## src/rtl/assert_macros.svh

```systemverilog
// Assertion macros used by the padder top level.
`ifndef ASSERT_MACROS_SVH
`define ASSERT_MACROS_SVH

// Check a property on every clock edge outside reset.
`define ASSERT_ON(label, clk, rst_n, prop, msg) \
  label: assert property (@(posedge clk) disable iff (!rst_n) prop) else $error(msg);

// Check a property on every clock edge, reset included.
`define ASSERT_ALWAYS(label, clk, prop, msg) \
  label: assert property (@(posedge clk) prop) else $error(msg);

`endif

```

## src/rtl/smp_pkg.sv

```systemverilog
// Shared types, constants and helpers for the SHA-2 message padder.
`timescale 1ns / 1ps

package smp_pkg;

  localparam logic [7:0] PadMark  = 8'h80;
  localparam logic [6:0] Mask256  = 7'h3F;
  localparam logic [6:0] Mask384  = 7'h7F;
  localparam logic [6:0] Room256  = 7'd56;
  localparam logic [6:0] Room384  = 7'd112;
  localparam logic       OpAppend = 1'b0;
  localparam logic       OpFinish = 1'b1;

  // Padding sequencer status and current word, seen by the top level
  typedef struct packed {
    logic        busy;
    logic [63:0] word;
    logic        block_end;
    logic        message_end;
  } pad_out_t;

  // Block position mask for the selected mode
  function automatic logic [6:0] pos_mask(input logic mode);
    pos_mask = mode ? Mask384 : Mask256;
  endfunction

  // Closing word of a block: word index sits on the last slot of the block
  function automatic logic blk_close(input logic [3:0] widx, input logic mode);
    logic [6:0] mask_full;
    logic [3:0] m;
    mask_full = pos_mask(mode);
    m         = mask_full[6:3];
    blk_close = (widx & m) == m;
  endfunction

  // First padding word: tail bytes at the top, then the marker, then zeros
  function automatic logic [63:0] first_word(input logic [55:0] partial,
                                             input logic [2:0]  wpos);
    logic [5:0] sh;
    sh = {3'd7 - wpos, 3'b000};
    first_word = {partial, PadMark} << sh;
  endfunction

endpackage

```

## src/rtl/smp_accum.sv

```systemverilog
// Byte counter and partial word buffer of the current message.
`timescale 1ns / 1ps

module smp_accum (
  input  logic        clk_i,
  input  logic        rst_ni,
  input  logic        push_i,
  input  logic [7:0]  byte_i,
  input  logic        clear_i,
  output logic [63:0] byte_count_o,
  output logic [55:0] partial_o
);

  logic [63:0] byte_count_q, byte_count_d;
  logic [55:0] partial_q, partial_d;

  // Clear on request; else advance the count and shift in a byte, dropping the buffer on a full word
  always_comb begin
    byte_count_d = byte_count_q;
    partial_d    = partial_q;
    if (clear_i) begin
      byte_count_d = '0;
      partial_d    = '0;
    end else if (push_i) begin
      byte_count_d = byte_count_q + 64'd1;
      if (byte_count_q[2:0] == 3'd7) begin
        partial_d = '0;
      end else begin
        partial_d = {partial_q[47:0], byte_i};
      end
    end
  end

  always_ff @(posedge clk_i or negedge rst_ni) begin
    if (!rst_ni) begin
      byte_count_q <= '0;
      partial_q    <= '0;
    end else begin
      byte_count_q <= byte_count_d;
      partial_q    <= partial_d;
    end
  end

  assign byte_count_o = byte_count_q;
  assign partial_o    = partial_q;

endmodule

```

## src/rtl/smp_pad_seq.sv

```systemverilog
// Padding sequencer: walks the tail, zero fill and length words of a message.
`timescale 1ns / 1ps

module smp_pad_seq (
  input  logic             clk_i,
  input  logic             rst_ni,
  input  logic             mode_i,
  input  logic             start_i,
  input  logic             advance_i,
  input  logic [63:0]      byte_count_i,
  input  logic [55:0]      partial_i,
  output smp_pkg::pad_out_t pad_o
);

  logic       busy_q, busy_d;
  logic [4:0] widx_q, widx_d;
  logic [3:0] first_q, first_d;
  logic [4:0] last_q, last_d;
  logic [6:0] pos;
  logic       room_ok;
  logic       is_last;

  // Block position and whether the length still fits in this block
  assign pos     = byte_count_i[6:0] & smp_pkg::pos_mask(mode_i);
  assign room_ok = pos < (mode_i ? smp_pkg::Room384 : smp_pkg::Room256);
  assign is_last = widx_q == last_q;

  // Load the word range on a finish beat, step one word per emitted beat
  always_comb begin
    busy_d  = busy_q;
    widx_d  = widx_q;
    first_d = first_q;
    last_d  = last_q;
    if (start_i) begin
      busy_d  = 1'b1;
      widx_d  = {1'b0, pos[6:3]};
      first_d = pos[6:3];
      unique case ({mode_i, room_ok})
        2'b01:   last_d = 5'd7;
        2'b00:   last_d = 5'd15;
        2'b11:   last_d = 5'd15;
        default: last_d = 5'd31;
      endcase
    end else if (advance_i) begin
      widx_d = widx_q + 5'd1;
      if (is_last) begin
        busy_d = 1'b0;
      end
    end
  end

  always_ff @(posedge clk_i or negedge rst_ni) begin
    if (!rst_ni) begin
      busy_q  <= 1'b0;
      widx_q  <= '0;
      first_q <= '0;
      last_q  <= '0;
    end else begin
      busy_q  <= busy_d;
      widx_q  <= widx_d;
      first_q <= first_d;
      last_q  <= last_d;
    end
  end

  // Select length, marker word or zero fill for the current index
  always_comb begin
    pad_o.busy        = busy_q;
    pad_o.message_end = is_last;
    pad_o.block_end   = smp_pkg::blk_close(widx_q[3:0], mode_i);
    if (is_last) begin
      pad_o.word = {byte_count_i[60:0], 3'b000};
    end else if (widx_q == {1'b0, first_q}) begin
      pad_o.word = smp_pkg::first_word(partial_i, byte_count_i[2:0]);
    end else begin
      pad_o.word = '0;
    end
  end

endmodule

```

## src/rtl/sha2_message_padder.sv

```systemverilog
// Append: a word leaves in the cycle after its eighth byte; one byte accepted per cycle
// while the input is not stalled. Finish: the finish beat loads the sequencer, then one
// padded word per cycle while the output is not stalled (2 to 18 words); the input
// stalls until the last word of the message is in the output register.
// Reset clears the count, the partial word, the sequencer and the mode (SHA-256).
`timescale 1ns / 1ps

`include "assert_macros.svh"

module sha2_message_padder (
  input  logic        clk_i,
  input  logic        rst_ni,
  input  logic        cfg_we_i,
  input  logic        cfg_wdata_i,
  input  logic        in_valid_i,
  output logic        in_stall_o,
  input  logic        opcode_i,
  input  logic [7:0]  data_byte_i,
  output logic        out_valid_o,
  input  logic        out_stall_i,
  output logic [63:0] word_o,
  output logic        block_end_o,
  output logic        message_end_o
);

  logic              mode_q;
  logic              out_valid_q, out_valid_d;
  logic [63:0]       word_q, word_d;
  logic              block_end_q, block_end_d;
  logic              message_end_q, message_end_d;
  logic              slot_free;
  logic              in_acc;
  logic              push, start, advance, done;
  logic [63:0]       byte_count;
  logic [55:0]       partial;
  logic [6:0]        mask;
  smp_pkg::pad_out_t pad;

  // Mode register
  always_ff @(posedge clk_i or negedge rst_ni) begin
    if (!rst_ni) begin
      mode_q <= 1'b0;
    end else if (cfg_we_i) begin
      mode_q <= cfg_wdata_i;
    end
  end

  // Input handshake
  assign slot_free  = !out_valid_q || !out_stall_i;
  assign in_stall_o = pad.busy || !slot_free;
  assign in_acc     = in_valid_i && !in_stall_o;
  assign push       = in_acc && (opcode_i == smp_pkg::OpAppend);
  assign start      = in_acc && (opcode_i == smp_pkg::OpFinish);
  assign advance    = pad.busy && slot_free;
  assign done       = advance && pad.message_end;
  assign mask       = smp_pkg::pos_mask(mode_q);

  smp_accum u_accum (
    .clk_i        (clk_i),
    .rst_ni       (rst_ni),
    .push_i       (push),
    .byte_i       (data_byte_i),
    .clear_i      (done),
    .byte_count_o (byte_count),
    .partial_o    (partial)
  );

  smp_pad_seq u_pad_seq (
    .clk_i        (clk_i),
    .rst_ni       (rst_ni),
    .mode_i       (mode_q),
    .start_i      (start),
    .advance_i    (advance),
    .byte_count_i (byte_count),
    .partial_i    (partial),
    .pad_o        (pad)
  );

  // Load the output register from the append path or the padding run
  always_comb begin
    out_valid_d   = out_valid_q && out_stall_i;
    word_d        = word_q;
    block_end_d   = block_end_q;
    message_end_d = message_end_q;
    if (advance) begin
      out_valid_d   = 1'b1;
      word_d        = pad.word;
      block_end_d   = pad.block_end;
      message_end_d = pad.message_end;
    end else if (push && byte_count[2:0] == 3'd7) begin
      out_valid_d   = 1'b1;
      word_d        = {partial, data_byte_i};
      block_end_d   = (byte_count[6:0] & mask) == mask;
      message_end_d = 1'b0;
    end
  end

  always_ff @(posedge clk_i or negedge rst_ni) begin
    if (!rst_ni) begin
      out_valid_q <= 1'b0;
    end else begin
      out_valid_q <= out_valid_d;
    end
  end

  always_ff @(posedge clk_i) begin
    word_q        <= word_d;
    block_end_q   <= block_end_d;
    message_end_q <= message_end_d;
  end

  assign out_valid_o   = out_valid_q;
  assign word_o        = word_q;
  assign block_end_o   = block_end_q;
  assign message_end_o = message_end_q;

  // Checks
  `ASSERT_ON(a_finish_starts_run, clk_i, rst_ni, start |=> pad.busy, "finish did not start padding")
  `ASSERT_ON(a_end_closes_block, clk_i, rst_ni, out_valid_o && message_end_o |-> block_end_o, "message end off a block boundary")
  `ASSERT_ON(a_done_clears_count, clk_i, rst_ni, done |=> byte_count == 64'd0 && !pad.busy, "count not cleared after padding")
  `ASSERT_ALWAYS(a_reset_no_valid, clk_i, !rst_ni |-> !out_valid_o, "output valid during reset")

endmodule

```

## config.mk

```make
export PLATFORM = sky130hd
export DESIGN_NAME = sha2_message_padder
export DESIGN_NICKNAME = d
export VERILOG_FILES = /design/src/rtl/smp_pkg.sv /design/src/rtl/smp_accum.sv /design/src/rtl/smp_pad_seq.sv /design/src/rtl/sha2_message_padder.sv
export VERILOG_INCLUDE_DIRS = /design/src /design/src/rtl
export SDC_FILE = /design/constraint.sdc
export NUM_CORES = 1
export LEC_CHECK = 0
export ABC_CLOCK_PERIOD_IN_PS = 4150
export BUFFER_PORTS_ARGS = -buffer_cell sky130_fd_sc_hd__buf_2
export CORE_ASPECT_RATIO = 0.75
export CORE_MARGIN = 3
export CORE_UTILIZATION = 30
export CTS_CLUSTER_SIZE = 40
export DETAILED_ROUTE_END_ITERATION = 10
export PLACE_DENSITY = 0.55
export SLEW_MARGIN = 40
export SYNTH_ARGS = -nofsm -noshare
export SYNTH_HDL_FRONTEND = slang
export SYNTH_SLANG_ARGS = --single-unit
```

## constraint.sdc

```tcl
create_clock -name clk_i -period 4.15 [get_ports clk_i]
set_input_delay 1.0375 -clock clk_i [delete_from_list [all_inputs] [get_ports clk_i]]
set_output_delay 1.0375 -clock clk_i [all_outputs]
set_load 0.02 [all_outputs]
```

Word level (Yosys, flattened, before mapping)
Cells that the tools add are included. Widths: inputs -> output; s select.

$add $sub $neg: 3. $lt $le $gt $ge: 1. Eq/ne operators: 7. Shift operators: 1. Muxes and demuxes: 23. Bitwise logic cells: 3. Reduce and logical (&&, ||, !) cells: 20.

Operator list (count): $mux 64 (6); $mux 56 (3); $add 64x1->64 const B (1); $shl 64x6->64 (1); $mux 7 (2); $mux 5 (2); $pmux 5 s2 (1); $mux 1 (9); $reduce_bool 2->1 (4); $and 7x7->7 (1); $eq 7x7->1 (1); $logic_and 1x1->1 (7); $lt 7x7->1 (1); $add 5x1->5 const B (1); $eq 5x4->1 (1); $eq 5x5->1 (1); $and 4x4->4 (1); $eq 4x4->1 (1); $logic_not 1->1 (4); $eq 3x3->1 const B (1); $sub 3x3->3 const A (1); $eq 2x1->1 const B (1); $eq 2x2->1 const B (1); $logic_not 2->1 (1); other kinds (4) (5).

Flip-flop bits (word level): 203. Input port bits: 15. Output and inout port bits: 68. Word-level logic and storage cells: 69.

Depth between registers and ports, before layout
Gate-level depths: netlist (run 1).

Depth in word-level cells: 10. Depth in mapped cells: 8. Depth with buffers taken out: 6.

By module
From an unflattened synthesis (run 1), not the netlist that was laid out.

Cells, all modules: 1002. Area, all modules: 11019.3 um^2.

Modules (own cells, without submodules): smp_accum (times used 1, cells an instance 500, area an instance 5447.7 um^2, sequential area each 3002.9 um^2); sha2_message_padder (times used 1, cells an instance 156, area an instance 2914.0 um^2, sequential area each 2031.9 um^2); smp_pad_seq (times used 1, cells an instance 346, area an instance 2657.5 um^2, sequential area each 325.3 um^2).

Worst setup path before layout (run 1)
OpenSTA, ideal clock, no wires.

Path kind: input -> register. Start: input port out_stall_i. End: register block_end_q (netlist: block_end_o) (enable). Library setup time: 0.426 ns. Arrival time: 3.319 ns. Required time: 3.724 ns. Setup slack: 0.405 ns. Stages on the path: 5. Buffers on the path: 0. Cell sequence: a21oi_1 -> inv_1 -> nor2_1 -> nand2_1 -> nand2_1.

Word-level cells in the longest chain between the ends: 9. Elaborated cells on any way between the ends: 10. Those cells by class: reduce/logical: 10.

Ends and longest elaborated chain: start: declaration (RTL line sha2_message_padder.sv:20) `input logic out_stall_i,`; $logic_not 1->1 (RTL line sha2_message_padder.sv:49) `assign slot_free = !out_valid_q || !out_stall_i;`; $logic_or 1x1->1 (RTL line sha2_message_padder.sv:49); $logic_not 1->1 (RTL line sha2_message_padder.sv:50) `assign in_stall_o = pad.busy || !slot_free;`; $logic_or 1x1->1 (RTL line sha2_message_padder.sv:50); via in_stall_o (RTL line sha2_message_padder.sv:16) `output logic in_stall_o,`; $logic_not 1->1 (RTL line sha2_message_padder.sv:51) `assign in_acc = in_valid_i && !in_stall_o;`; $logic_and 1x1->1 (RTL line sha2_message_padder.sv:51); $logic_and 1x1->1 (RTL line sha2_message_padder.sv:52) `assign push = in_acc && (opcode_i == smp_pkg::OpAppend);`; $logic_and 1x1->1 (RTL line sha2_message_padder.sv:90) `end else if (push && byte_count[2:0] == 3'd7) begin`; $reduce_bool 2->1 (no line); end signal: assignment (RTL line sha2_message_padder.sv:108) `block_end_q <= block_end_d;`; end: declaration (RTL line sha2_message_padder.sv:29) `logic block_end_q, block_end_d;`.

The timed path passes the listed nets, and every way through them passes these cells. A chain may end at the register's enable or synchronous reset.

Final worst setup path (run 1)
Start: register u_accum.byte_count_q[6] (netlist: u_accum.byte_count_o[6]). End: register u_accum.byte_count_q[56] (netlist: u_accum.byte_count_o[56]).

Word-level cells in the longest chain between the ends: 3.

Ends and longest elaborated chain: start: declaration (RTL line smp_accum.sv:14) `logic [63:0] byte_count_q, byte_count_d;`; start signal: assignment (RTL line smp_accum.sv:39) `byte_count_q <= byte_count_d;`; $add 64x1->64 (RTL line smp_accum.sv:25) `byte_count_d = byte_count_q + 64'd1;`; $mux 64 (RTL line smp_accum.sv:24) `end else if (push_i) begin`; $mux 64 (RTL line smp_accum.sv:21) `if (clear_i) begin`.

No other way between the ends. The select of a mux whose other input is x is not followed.

==> results of run 1 <==
-- cells in the final DEF (no fill, tap or decap), types with 17 or more instances in the layout --
master     netlist  final
nand2_1         75     74
clkbuf_16        0     17
or3_1           19     19
a22oi_1         56     56
nor2_1          52     50
xnor2_1         22     22
dfrtp_1        132    130
a22o_1          75     75
o21ai_0         78     78
nand4_1         33     33
or4_1           23     23
a21oi_1         46     46
mux2i_1         20     20
edfxtp_1        66     66
buf_2            6     81
nand3_1         21     21
nor4_1          17     17
-- logic make-up (layout without fill, tap and decap cells) --
group | count (synthesis) | after routing | synth area share (%)
AO/OA/AOI/OAI | 303 | 303 | 20.30
buffers and inverters | 88 | 145 | 3.298
adder cells (fa/ha/maj) | 3 | 3 | 0.3624
XOR/XNOR | 36 | 36 | 3.044
AND/OR/NAND/NOR | 297 | 297 | 15.04
multiplexers | 51 | 51 | 6.933
flip-flops | 198 | 198 | 51.02
-- stage by stage --
stage | std cells | cell area [sq um] | total power [uW] | util (%) | worst slack (ns)
after floorplan | 976 | 10360 | 5128 | - | 0.4051
after global placement | 1451 | 11270 | 6142 | 33.40 | 0.7354
after global routing | 1483 | 11940 | 8448 | 35.38 | 0.8303
final | 1483 | 11940 | 8013 | 35.38 | 1.024
after detailed placement | 1451 | 11280 | 6169 | 33.43 | 0.6887
after CTS | 1483 | 11940 | 8047 | 35.37 | 1.068
-- area by class of cell --
cell class / instances / area, sq um
clock buffers: 17 / 425.4
clock inverters: 15 / 230.2
repair buffers: 100 / 609.3
inverters: 13 / 48.80
flip-flops and latches: 198 / 5290
well taps: 450 / 563.0
fillers: 3367 / 21810
multi-input cells: 690 / 4772
-- state kept, by name, summed over array words and instances (netlist names) --
name / flops
block_end_o: 1
message_end_o: 1
mode_q: 1
out_valid_o: 1
u_accum.byte_count_o: 61
u_accum.partial_o: 56
u_pad_seq.busy_q: 1
u_pad_seq.first_q: 4
u_pad_seq.last_q: 3
u_pad_seq.widx_q: 5
word_o: 64
-- metal layers --
| layer | wire length, um | vias to the layer above | track usage [%] |
|---|---|---|---|
| met5 | 13 | - | 0 |
| met3 | 3267 | 29 | 4.907 |
| met2 | 14250 | 416 | 25.23 |
| met1 | 16350 | 4359 | 29.77 |
| li1 | - | 3873 | - |
| met4 | 571 | 2 | 4.810 |
-- where the power goes --
group / internal [uW] / switching [uW]
combinational: 1070 / 1620
sequential: 2700 / 763
clock: 991 / 868
-- final timing paths --
| check | start | slack (ns) | cells after the start | end |
|---|---|---|---|---|
| setup / recovery | u_accum.byte_count_o[6]$_DFFE_PN0P_ | 1.02 | 5 | u_accum.byte_count_o[56]$_DFFE_PN0P_ |
| hold / removal | u_pad_seq.last_q[2]$_DFFE_PN0P_ | 0.50 | 1 | u_pad_seq.last_q[2]$_DFFE_PN0P_ |
| setup reg to reg | u_accum.byte_count_o[6]$_DFFE_PN0P_ | 1.02 | 5 | u_accum.byte_count_o[56]$_DFFE_PN0P_ |
| hold reg to reg | u_pad_seq.last_q[2]$_DFFE_PN0P_ | 0.50 | 1 | u_pad_seq.last_q[2]$_DFFE_PN0P_ |
| max in group asynchronous | rst_ni | 2.78 | 2 | u_pad_seq.last_q[3]$_DFFE_PN0P_ |
| min in group asynchronous | rst_ni | 0.59 | 1 | u_accum.partial_o[54]$_DFFE_PN0P_ |
-- worst max-delay path, cell delays in order, from the launching register on --
cell     delay [ns]
dfrtp_1        0.64
nand4_1        0.39
nor4_1         0.63
nand4_1        0.58
or4_1          0.65
a21oi_1        0.15
==> qor.txt, run 1 <==
DR pass1 iterations: 5
FMAX: 319.9 MHz
post-CTS sizing: 0
Iteration-0 DRC Markers: 1100
vias in the first global route: 7871
sequential area share after synthesis: 51.02%
Mapped Cells: 976
Synth Flop Type: dfrtp_1
number of buffers added for setup after CTS: 0
outcome: completed
Routed WL per cell: 23.24 um
Die X: 220.6 um
initial antenna violation count: 1
share of the synthesized area in the top cell type: 31.89%
max-slew violations: 0
core area: 0.03374 sq mm
top cells by area, synth: dfrtp_1 32%, edfxtp_1 19%, a22o_1 6.3%
share of layout cells above drive strength 1: 17.23%
CTS sink count: 198
CP required: 4.52 ns
nets: 1038
Vias/cell: 5.852
maximum buffer depth of the clock tree: 2
P_leak: 0.004523 uW
Routed Antenna Nets: 0
DP Wirelength: 23950 um
Worst-path clk slew: 0.07 ns
initial core utilization: 30.70%
Avg Cell Area, Syn: 10.61 sq um
Die ar.: 0.03682 sq mm
GR Overflow Total: 0
final setup TNS: 0 ns
clock period minus worst slack: 3.126 ns
final wirelength: 34460 um
worst vdd ir: 0.2817 mV
Final Hold Vio Count: 0
unrepaired setup endpoints after global routing: no
Yosys cell types: 59
worst hold slack: 0.4994 ns
Residual DRC: 0
Worst Skew: 0.01578 ns
GRT Resource Usage Total: 18.86%
CTS H-tree lvls: 4
worst min path class: register to register
Slew Limit Headroom: 46.17%
Pwr Density: 671.2 mW/mm^2
Max-cap violations: 0
Synth Warn #: 0
Port Buffers: 82
Rows: 58
EDFF count, synth: 66
count leader, synth: dfrtp_1
Synth top cells by count: 132 x dfrtp_1, 78 x o21ai_0, 75 x a22o_1, 75 x nand2_1, 66 x edfxtp_1
Die Y: 166.9 um
Synth area leader: dfrtp_1
first-pass GRT wire length: 52480 um
# diodes: 0
Worst Tran Pin Value: 0.8000 ns
number of top-level pins: 83
CTS Buf Count: 17
# setup viols final: 0
WS Path Type: register to register
via count: 8679
crit path max fanout: 10
root buf cell: clkbuf_16
pin count of the biggest net entering global routing: 88
cts hold-fix bufs: 0
Critical Path End Type: register
WP data arrival: 3.50 ns
CP Launch Type: register
CTS tree: yes
Mapped Area: 0.01036 sq mm
Area growth syn-to-layout: 15.26%
Final Wtd Congestion: 0.9011
Synth async-reset ratio: 66.67%
final cycle utilization of the critical path: 75.32%
Synthesized Nets: 994
synthesized flop and latch total: 198
Clock Latency Late Sink: 0.46 ns
(Power assumes the default switching activity.)
==> inputs of run 2 (changes only) <==
--- a/config.mk
+++ b/config.mk
@@ -6,14 +6,15 @@
 export SDC_FILE = /design/constraint.sdc
 export NUM_CORES = 1
 export LEC_CHECK = 0
-export ABC_CLOCK_PERIOD_IN_PS = 4150
+export ABC_AREA = 1
+export ABC_CLOCK_PERIOD_IN_PS = 2600
 export BUFFER_PORTS_ARGS = -buffer_cell sky130_fd_sc_hd__buf_2
 export CORE_ASPECT_RATIO = 0.75
 export CORE_MARGIN = 3
 export CORE_UTILIZATION = 30
 export CTS_CLUSTER_SIZE = 40
 export DETAILED_ROUTE_END_ITERATION = 10
-export PLACE_DENSITY = 0.55
+export PLACE_DENSITY = 0.56
 export SLEW_MARGIN = 40
 export SYNTH_ARGS = -nofsm -noshare
 export SYNTH_HDL_FRONTEND = slang
==> constraint.sdc (replaced) <==
create_clock -name clk_i -period 2.6 [get_ports clk_i]
set_input_delay 0.65 -clock clk_i [delete_from_list [all_inputs] [get_ports clk_i]]
set_output_delay 0.65 -clock clk_i [all_outputs]
set_load 0.02 [all_outputs]
==> run 2 against run 1 <==
Non-clock buffer count is 9 higher. Design area is 8.6% higher. Sequential cell count stayed put. Clock skew is 0.0012 ns higher. Area after synthesis is 10% higher. Core utilization is 0.65 points lower. Sequential share of layout area is 3.5 points lower. Maximum frequency is 36% higher. Via count is 23% higher. Combinational power is 140% higher.
==> qor.txt, run 2 <==
CTS Buf Count: 17 (unchanged)
clock period minus worst slack: 2.296 ns (-0.8292 ns)
mux cell area share after synthesis: 0% (-6.9 points)
cts hold-fix bufs: 0 (unchanged)
Port Buffers: 82 (unchanged)
first-pass GRT wire length: 61220 um (+17%)
Critical Path End Type: register
count leader, synth: nand2_1
Vias/cell: 5.152 (-12%)
share of layout cells above drive strength 1: 13.44% (-3.8 points)
max-slew violations: 0 (unchanged)
register-to-register setup slack: 0.30 ns (-0.72 ns)
maximum buffer depth of the clock tree: 2 (unchanged)
Max-cap violations: 0 (unchanged)
Synth top cells by count: 396 x nand2_1, 190 x nor2_1, 154 x inv_1
share of the synthesized area in the top cell type: 28.88% (-3.0 points)
CP required: 2.94 ns (-1.58 ns)
Synth Flop Type: dfrtp_1
Die Y: 175.1 um (+4.9%)
Pwr Density: 1103 mW/mm^2 (+64%)
Yosys cell types: 45 (-24%)
crit path max fanout: 52 (+42)
Reg2Reg Depth: 6 (+1)
capturing point of the worst reg2reg path: u_accum.partial_o[6]$_DFFE_PN0P_
Synthesized Nets: 1516 (+53%)
commonest non-fill, non-tap cells in the layout: 395 x nand2_1, 190 x nor2_1, 154 x inv_1
initial antenna violation count: 0 (-1)
Routed WL per cell: 19.47 um (-16%)
simple-gate share of the synthesized area: 27.66% (+13 points)
Mapped Area: 0.01144 sq mm (+10%)
CTS tree: yes
final setup TNS: 0 ns (unchanged)
WP data arrival: 2.63 ns (-0.87 ns)
worst vdd ir: 0.5873 mV (+110%)
reg-to-reg startpoint: u_accum.byte_count_o[1]$_DFFE_PN0P_
# diodes: 0 (unchanged)
final cycle utilization of the critical path: 88.32% (+13 points)
nets: 1568 (+51%)
initial core utilization: 30.64% (-0.056 points)
compound-cell area share of the yosys netlist: 16.21% (-4.1 points)
number of top-level pins: 83 (unchanged)
Multi-input gate area: 0.005152 sq mm (+8.0%)
unrepaired setup endpoints after global routing: no
Area growth syn-to-layout: 13.36%
# setup viols final: 0 (unchanged)
GR Overflow Total: 0 (unchanged)
Synth async-reset ratio: 66.67% (unchanged)
DR pass1 iterations: 6 (+1)
Worst-path clk slew: 0.08 ns (about the same)
root buf cell: clkbuf_16
CTS H-tree lvls: 4 (unchanged)
Final Hold Vio Count: 0 (unchanged)
Reg area: 0.005286 sq mm (about the same)
EDFF count, synth: 66 (unchanged)
XOR/XNOR Fraction of Synth Area: 0.7659% (-2.3 points)
largest family of logic cells by synthesized area: simple AND/OR/NAND/NOR gates
Residual DRC: 0 (unchanged)
synthesized flop and latch total: 198 (unchanged)
number of buffers added for setup after CTS: 0 (unchanged)
FMAX: 435.5 MHz (+36%)
DP Wirelength: 28990 um (+21%)
WS Path Type: register to register
CTS sink count: 198 (unchanged)
Die X: 231.4 um (+4.9%)
Synth area leader: dfrtp_1
outcome: completed
Clock Latency Late Sink: 0.47 ns (about the same)
CP Launch Type: register
core area: 0.03732 sq mm (+11%)
Worst Skew: 0.01699 ns (+0.001219 ns)
Filler Cell Count: 3933 (+17%)
via count: 10650 (+23%)
vias in the first global route: 9698 (+23%)
commonest non-fill, non-tap cell in the layout: nand2_1
Synth Warn #: 0 (unchanged)
Iteration-0 DRC Markers: 1385 (+26%)
Routed Antenna Nets: 0 (unchanged)
Rows: 61 (+5.2%)
pin count of the biggest net entering global routing: 80 (-9.1%)
Final Wtd Congestion: 0.9299 (+3.2%)
Mapped Cells: 1498 (+53%)
final wirelength: 40250 um (+17%)
area share of fa/ha/maj cells after synthesis: 0.3282% (-0.034 points)
Worst Tran Pin Value: 0.8068 ns (+0.006782 ns)
Die ar.: 0.04052 sq mm (+10%)
Avg Cell Area, Syn: 7.634 sq um (-28%)
top cells by area, synth: dfrtp_1 29%, edfxtp_1 17%, nand2_1 13%
Power, Total: 14300 uW (+78%)
P_leak: 0.005495 uW (+21%)
post-CTS sizing: 0 (unchanged)
max FFs per register: 64 (unchanged)
Slew Limit Headroom: 46.14% (about the same)
worst min path class: primary input to async pin
sequential area share after synthesis: 46.21% (-4.8 points)
GRT Resource Usage Total: 19.94% (+1.1 points)
run 2: cell types whose count changed in the layout (fill, tap and decap cells not counted), sizes merged, moves of 18 or more:
cell,change
or4,-23
a22oi,-56
xnor2,-18
nor2,+152
a22o,-75
o22ai,+24
inv,+157
or3,-19
nand3,+73
o32ai,+50
o21ai,+76
mux2i,-20
nand2,+332
run 2: routing by layer:
| metal | global-route usage [%] | routed length [um] | vias to the layer above |
|---|---|---|---|
| li1 | - | - | 5061 |
| met1 | 31.63 | 19710 | 5071 |
| met2 | 27.58 | 16470 | 482 |
| met3 | 4.123 | 3590 | 35 |
| met4 | 3.871 | 478 | 0 |
| met5 | 0 | 0 | - |
run 2: kinds of logic (layout without fill, tap and decap cells):
family	Yosys count	after routing
flops	198	198
xor+xnor	10	10
buf+inv	245	310
simple gates	740	740
compound gates	302	302
fa+ha+maj	3	3
run 2: metrics by stage:
step | area [sq um] | hold slack (ns) | util (%) | setup WS, ns | cells
2_1_floorplan | 11440 | 0.3544 | - | 0.2307 | 1498
3_3_place_gp | 12400 | 0.4824 | 33.22 | 0.2144 | 2035
3_5_place_dp | 12400 | 0.4836 | 33.22 | 0.1862 | 2035
4_1_cts | 12960 | 0.1260 | 34.73 | 0.3859 | 2067
5_1_grt | 12960 | 0.1465 | 34.73 | 0.1637 | 2067
6_report | 12960 | 0.1219 | 34.73 | 0.3036 | 2067
run 2: how the worst max path moves through the flow:
stage | start | to | slack [ns] | cells past startpoint
3_5_place_dp | out_stall_i | u_accum.byte_count_o[45]$_DFFE_PN0P_ | 0.19 | 9
2_1_floorplan | out_stall_i | block_end_o$_DFFE_PP_ | 0.23 | 7
5_1_grt | u_accum.byte_count_o[1]$_DFFE_PN0P_ | u_accum.partial_o[6]$_DFFE_PN0P_ | 0.16 | 6
4_1_cts | u_accum.byte_count_o[1]$_DFFE_PN0P_ | word_o[61]$_DFFE_PP_ | 0.39 | 5
3_3_place_gp | out_stall_i | u_accum.byte_count_o[45]$_DFFE_PN0P_ | 0.21 | 9
6_report | u_accum.byte_count_o[1]$_DFFE_PN0P_ | u_accum.partial_o[6]$_DFFE_PN0P_ | 0.30 | 6
run 2: report_power, final:
part / switching (uW) / leakage, uW / internal (uW) / total, uW
clock: 1360 / 0.000273 / 1280 / 2640
combinational: 4530 / 0.00287 / 1800 / 6330
sequential: 768 / 0.00235 / 4560 / 5330
total: 6660 / 0.00549 / 7640 / 14300
run 2: worst max-delay path: stages, from the launching register on:
cell     delay (ns)
dfrtp_1        0.53
ha_1           0.31
ha_2           0.24
buf_4          0.53
inv_1          0.28
nand3_1        0.15
o21ai_0        0.10
run 2: final cells by class:
class	count	area share, %
clock buffers	19	3.339
clock inverters	13	1.023
inverters	169	4.893
multi-input cells	1055	39.75
flip-flops and latches	198	40.78
well taps	504	4.864
repair buffers	109	5.357
==> inputs of run 3 (changes only) <==
--- a/config.mk
+++ b/config.mk
@@ -15,6 +15,7 @@
 export CTS_CLUSTER_SIZE = 40
 export DETAILED_ROUTE_END_ITERATION = 10
 export PLACE_DENSITY = 0.56
+export RECOVER_POWER = 100
 export SLEW_MARGIN = 40
 export SYNTH_ARGS = -nofsm -noshare
 export SYNTH_HDL_FRONTEND = slang
==> run 3 against run 2 <==
Count of clock-buffer cells in the layout unchanged. Non-clock buffer count is the same. Core utilization fell by 0.71 points. Critical path depth is 1 higher. Setup slack lost 0.10 ns. Combinational power decreased by 4.1%. Final cell count stayed put. Register-to-register slack got worse by 0.10 ns. Global-route usage unchanged. Sequential share of layout area increased by 0.86 points.
==> qor.txt, run 3 (synthesized netlist as in run 2, its figures left out) <==
commonest non-fill, non-tap cells in the layout: 399 x nand2_1, 198 x nor2_1, 156 x inv_1
CTS tree: yes
final setup TNS: 0 ns (unchanged)
Hold EP: mode_q$_DFFE_PN0P_
Routed WL per cell: 19.53 um (+0.28%)
clock period minus worst slack: 2.399 ns (+0.1021 ns)
reg-to-reg startpoint: u_accum.byte_count_o[2]$_DFFE_PN0P_
Crit path largest cell delay: 0.52 ns (about the same)
worst vdd ir: 0.5871 mV (about the same)
initial core utilization: 30.64% (unchanged)
Slew Limit Headroom: 15.55% (-31 points)
Die ar.: 0.04052 sq mm (unchanged)
Residual DRC: 0 (unchanged)
capturing point of the worst reg2reg path: word_o[33]$_DFFE_PP_
Iteration-0 DRC Markers: 1405 (+1.4%)
post-CTS sizing: 0 (unchanged)
Critical Path End Type: register
Worst Skew: 0.01262 ns (-0.004378 ns)
DP Wirelength: 28990 um (unchanged)
DR pass1 iterations: 5 (-1)
worst path bufs/invs: 4 (+2)
final wirelength: 40360 um (+0.28%)
maximum buffer depth of the clock tree: 2 (unchanged)
Final Hold Vio Count: 0 (unchanged)
Reg2Reg Depth: 7 (+1)
P_leak: 0.005219 uW (-5.0%)
Hold Path Stages: 2
crit path max fanout: 33 (-37%)
Routed Antenna Nets: 0 (unchanged)
unrepaired setup endpoints after global routing: no
Pwr Density: 1108 mW/mm^2 (+0.41%)
worst min path class: primary input to register
number of buffers added for setup after CTS: 0 (unchanged)
Max-cap violations: 0 (unchanged)
GR Overflow Total: 0 (unchanged)
Filler Cell Count: 3999 (+1.7%)
Final Wtd Congestion: 0.9299 (unchanged)
cts hold-fix bufs: 0 (unchanged)
max-slew violations: 0 (unchanged)
first-pass GRT wire length: 61220 um (unchanged)
GRT Resource Usage Total: 19.94% (unchanged)
Finished Layout Cells: 2067 (unchanged)
Area growth syn-to-layout: 11.03%
Die X: 231.4 um (unchanged)
outcome: completed
Worst-path clk slew: 0.08 ns (about the same)
# setup viols final: 0 (unchanged)
# diodes: 0 (unchanged)
crit-path most repeated cell: nand2_1
core area: 0.03732 sq mm (unchanged)
CTS sink count: 198 (unchanged)
Worst Tran Pin Value: 1.267 ns (+0.4600 ns)
initial antenna violation count: 0 (unchanged)
FMAX: 416.9 MHz (-4.3%)
share of layout cells above drive strength 1: 7.102% (-6.3 points)
CP required: 2.91 ns (-0.03 ns)
final cycle utilization of the critical path: 92.25% (+3.9 points)
Inst Count DP: 2035 (unchanged)
Slowest cell on crit path: dfrtp_1
pin count of the biggest net entering global routing: 80 (unchanged)
root buf cell: clkbuf_16
Hold Startpoint: cfg_we_i
critical path cell sequence: buf_4 > inv_1 > clkbuf_1 > nor3_2 > clkbuf_2 > nand2_1 > nand2_1
CP Launch Type: register
Rows: 61 (unchanged)
number of top-level pins: 83 (unchanged)
Port Buffers: 82 (unchanged)
CTS H-tree lvls: 4 (unchanged)
commonest non-fill, non-tap cell in the layout: nand2_1
max FFs per register: 64 (unchanged)
nets: 1568 (unchanged)
Die Y: 175.1 um (unchanged)
WS Path Type: register to register
vias in the first global route: 9698 (unchanged)
CP top delay family: buffers and inverters
Vias/cell: 5.204 (+1.0%)
Power, Total: 14060 uW (-1.7%)
WP data arrival: 2.71 ns (+0.08 ns)
CTS Buf Count: 17 (unchanged)
register-to-register setup slack: 0.20 ns (-0.10 ns)
via count: 10760 (+1.0%)
Clock Latency Late Sink: 0.47 ns (about the same)
run 3: changes by cell type in the layout (fill, tap and decap cells not counted), sizes merged:
cell,delta
clkbuf,+79
buf,-79
run 3: power breakdown:
| part | switching (uW) | total (uW) | leakage (uW) | internal (uW) |
|---|---|---|---|---|
| Sequential | 782 | 5350 | 0.00235 | 4570 |
| Combinational | 4470 | 6070 | 0.00259 | 1600 |
| Clock | 1370 | 2650 | 0.000273 | 1280 |
run 3: worst max path at each step:
| stage | startpoint | to | slack (ns) | cells past startpoint |
|---|---|---|---|---|
| 2_1_floorplan | out_stall_i | block_end_o$_DFFE_PP_ | 0.23 | 7 |
| 3_3_place_gp | out_stall_i | u_accum.byte_count_o[45]$_DFFE_PN0P_ | 0.21 | 9 |
| 3_5_place_dp | out_stall_i | u_accum.byte_count_o[45]$_DFFE_PN0P_ | 0.19 | 9 |
| 4_1_cts | u_accum.byte_count_o[1]$_DFFE_PN0P_ | word_o[61]$_DFFE_PP_ | 0.39 | 5 |
| 5_1_grt | out_valid_o$_DFF_PN0_ | word_o[33]$_DFFE_PP_ | 0.08 | 8 |
| 6_report | u_accum.byte_count_o[2]$_DFFE_PN0P_ | word_o[33]$_DFFE_PP_ | 0.20 | 7 |
run 3: area by class of cell:
type                       count  area, sq um  area share, %
sequential                   198         5286          41.63
multi-input combinational   1055         5046          39.74
inverter                     169        634.4          4.996
tap                          504        630.6          4.966
timing repair buffer         109        534.3          4.208
clock buffer                  19        432.9          3.410
clock inverter                13        132.6          1.045
run 3: through the flow:
step           setup WS, ns  cell area (sq um)  util [%]  hold WS (ns)
6_report             0.2015              12700     34.02        0.3811
5_1_grt             0.08266              12700     34.02        0.3843
4_1_cts              0.3859              12960     34.73        0.1260
3_5_place_dp         0.1862              12400     33.22        0.4836
3_3_place_gp         0.2144              12400     33.22        0.4824
2_1_floorplan        0.2307              11440         -        0.3544
run 3: per-layer routing:
layer	vias to the layer above	part of all wire [%]	routed length, um	GRT usage (%)
met4	0	1.4	585	3.871
met2	492	41	16520	27.58
met5	-	0	0	0
li1	5068	-	-	-
met3	43	8.6	3488	4.123
met1	5153	49	19770	31.63
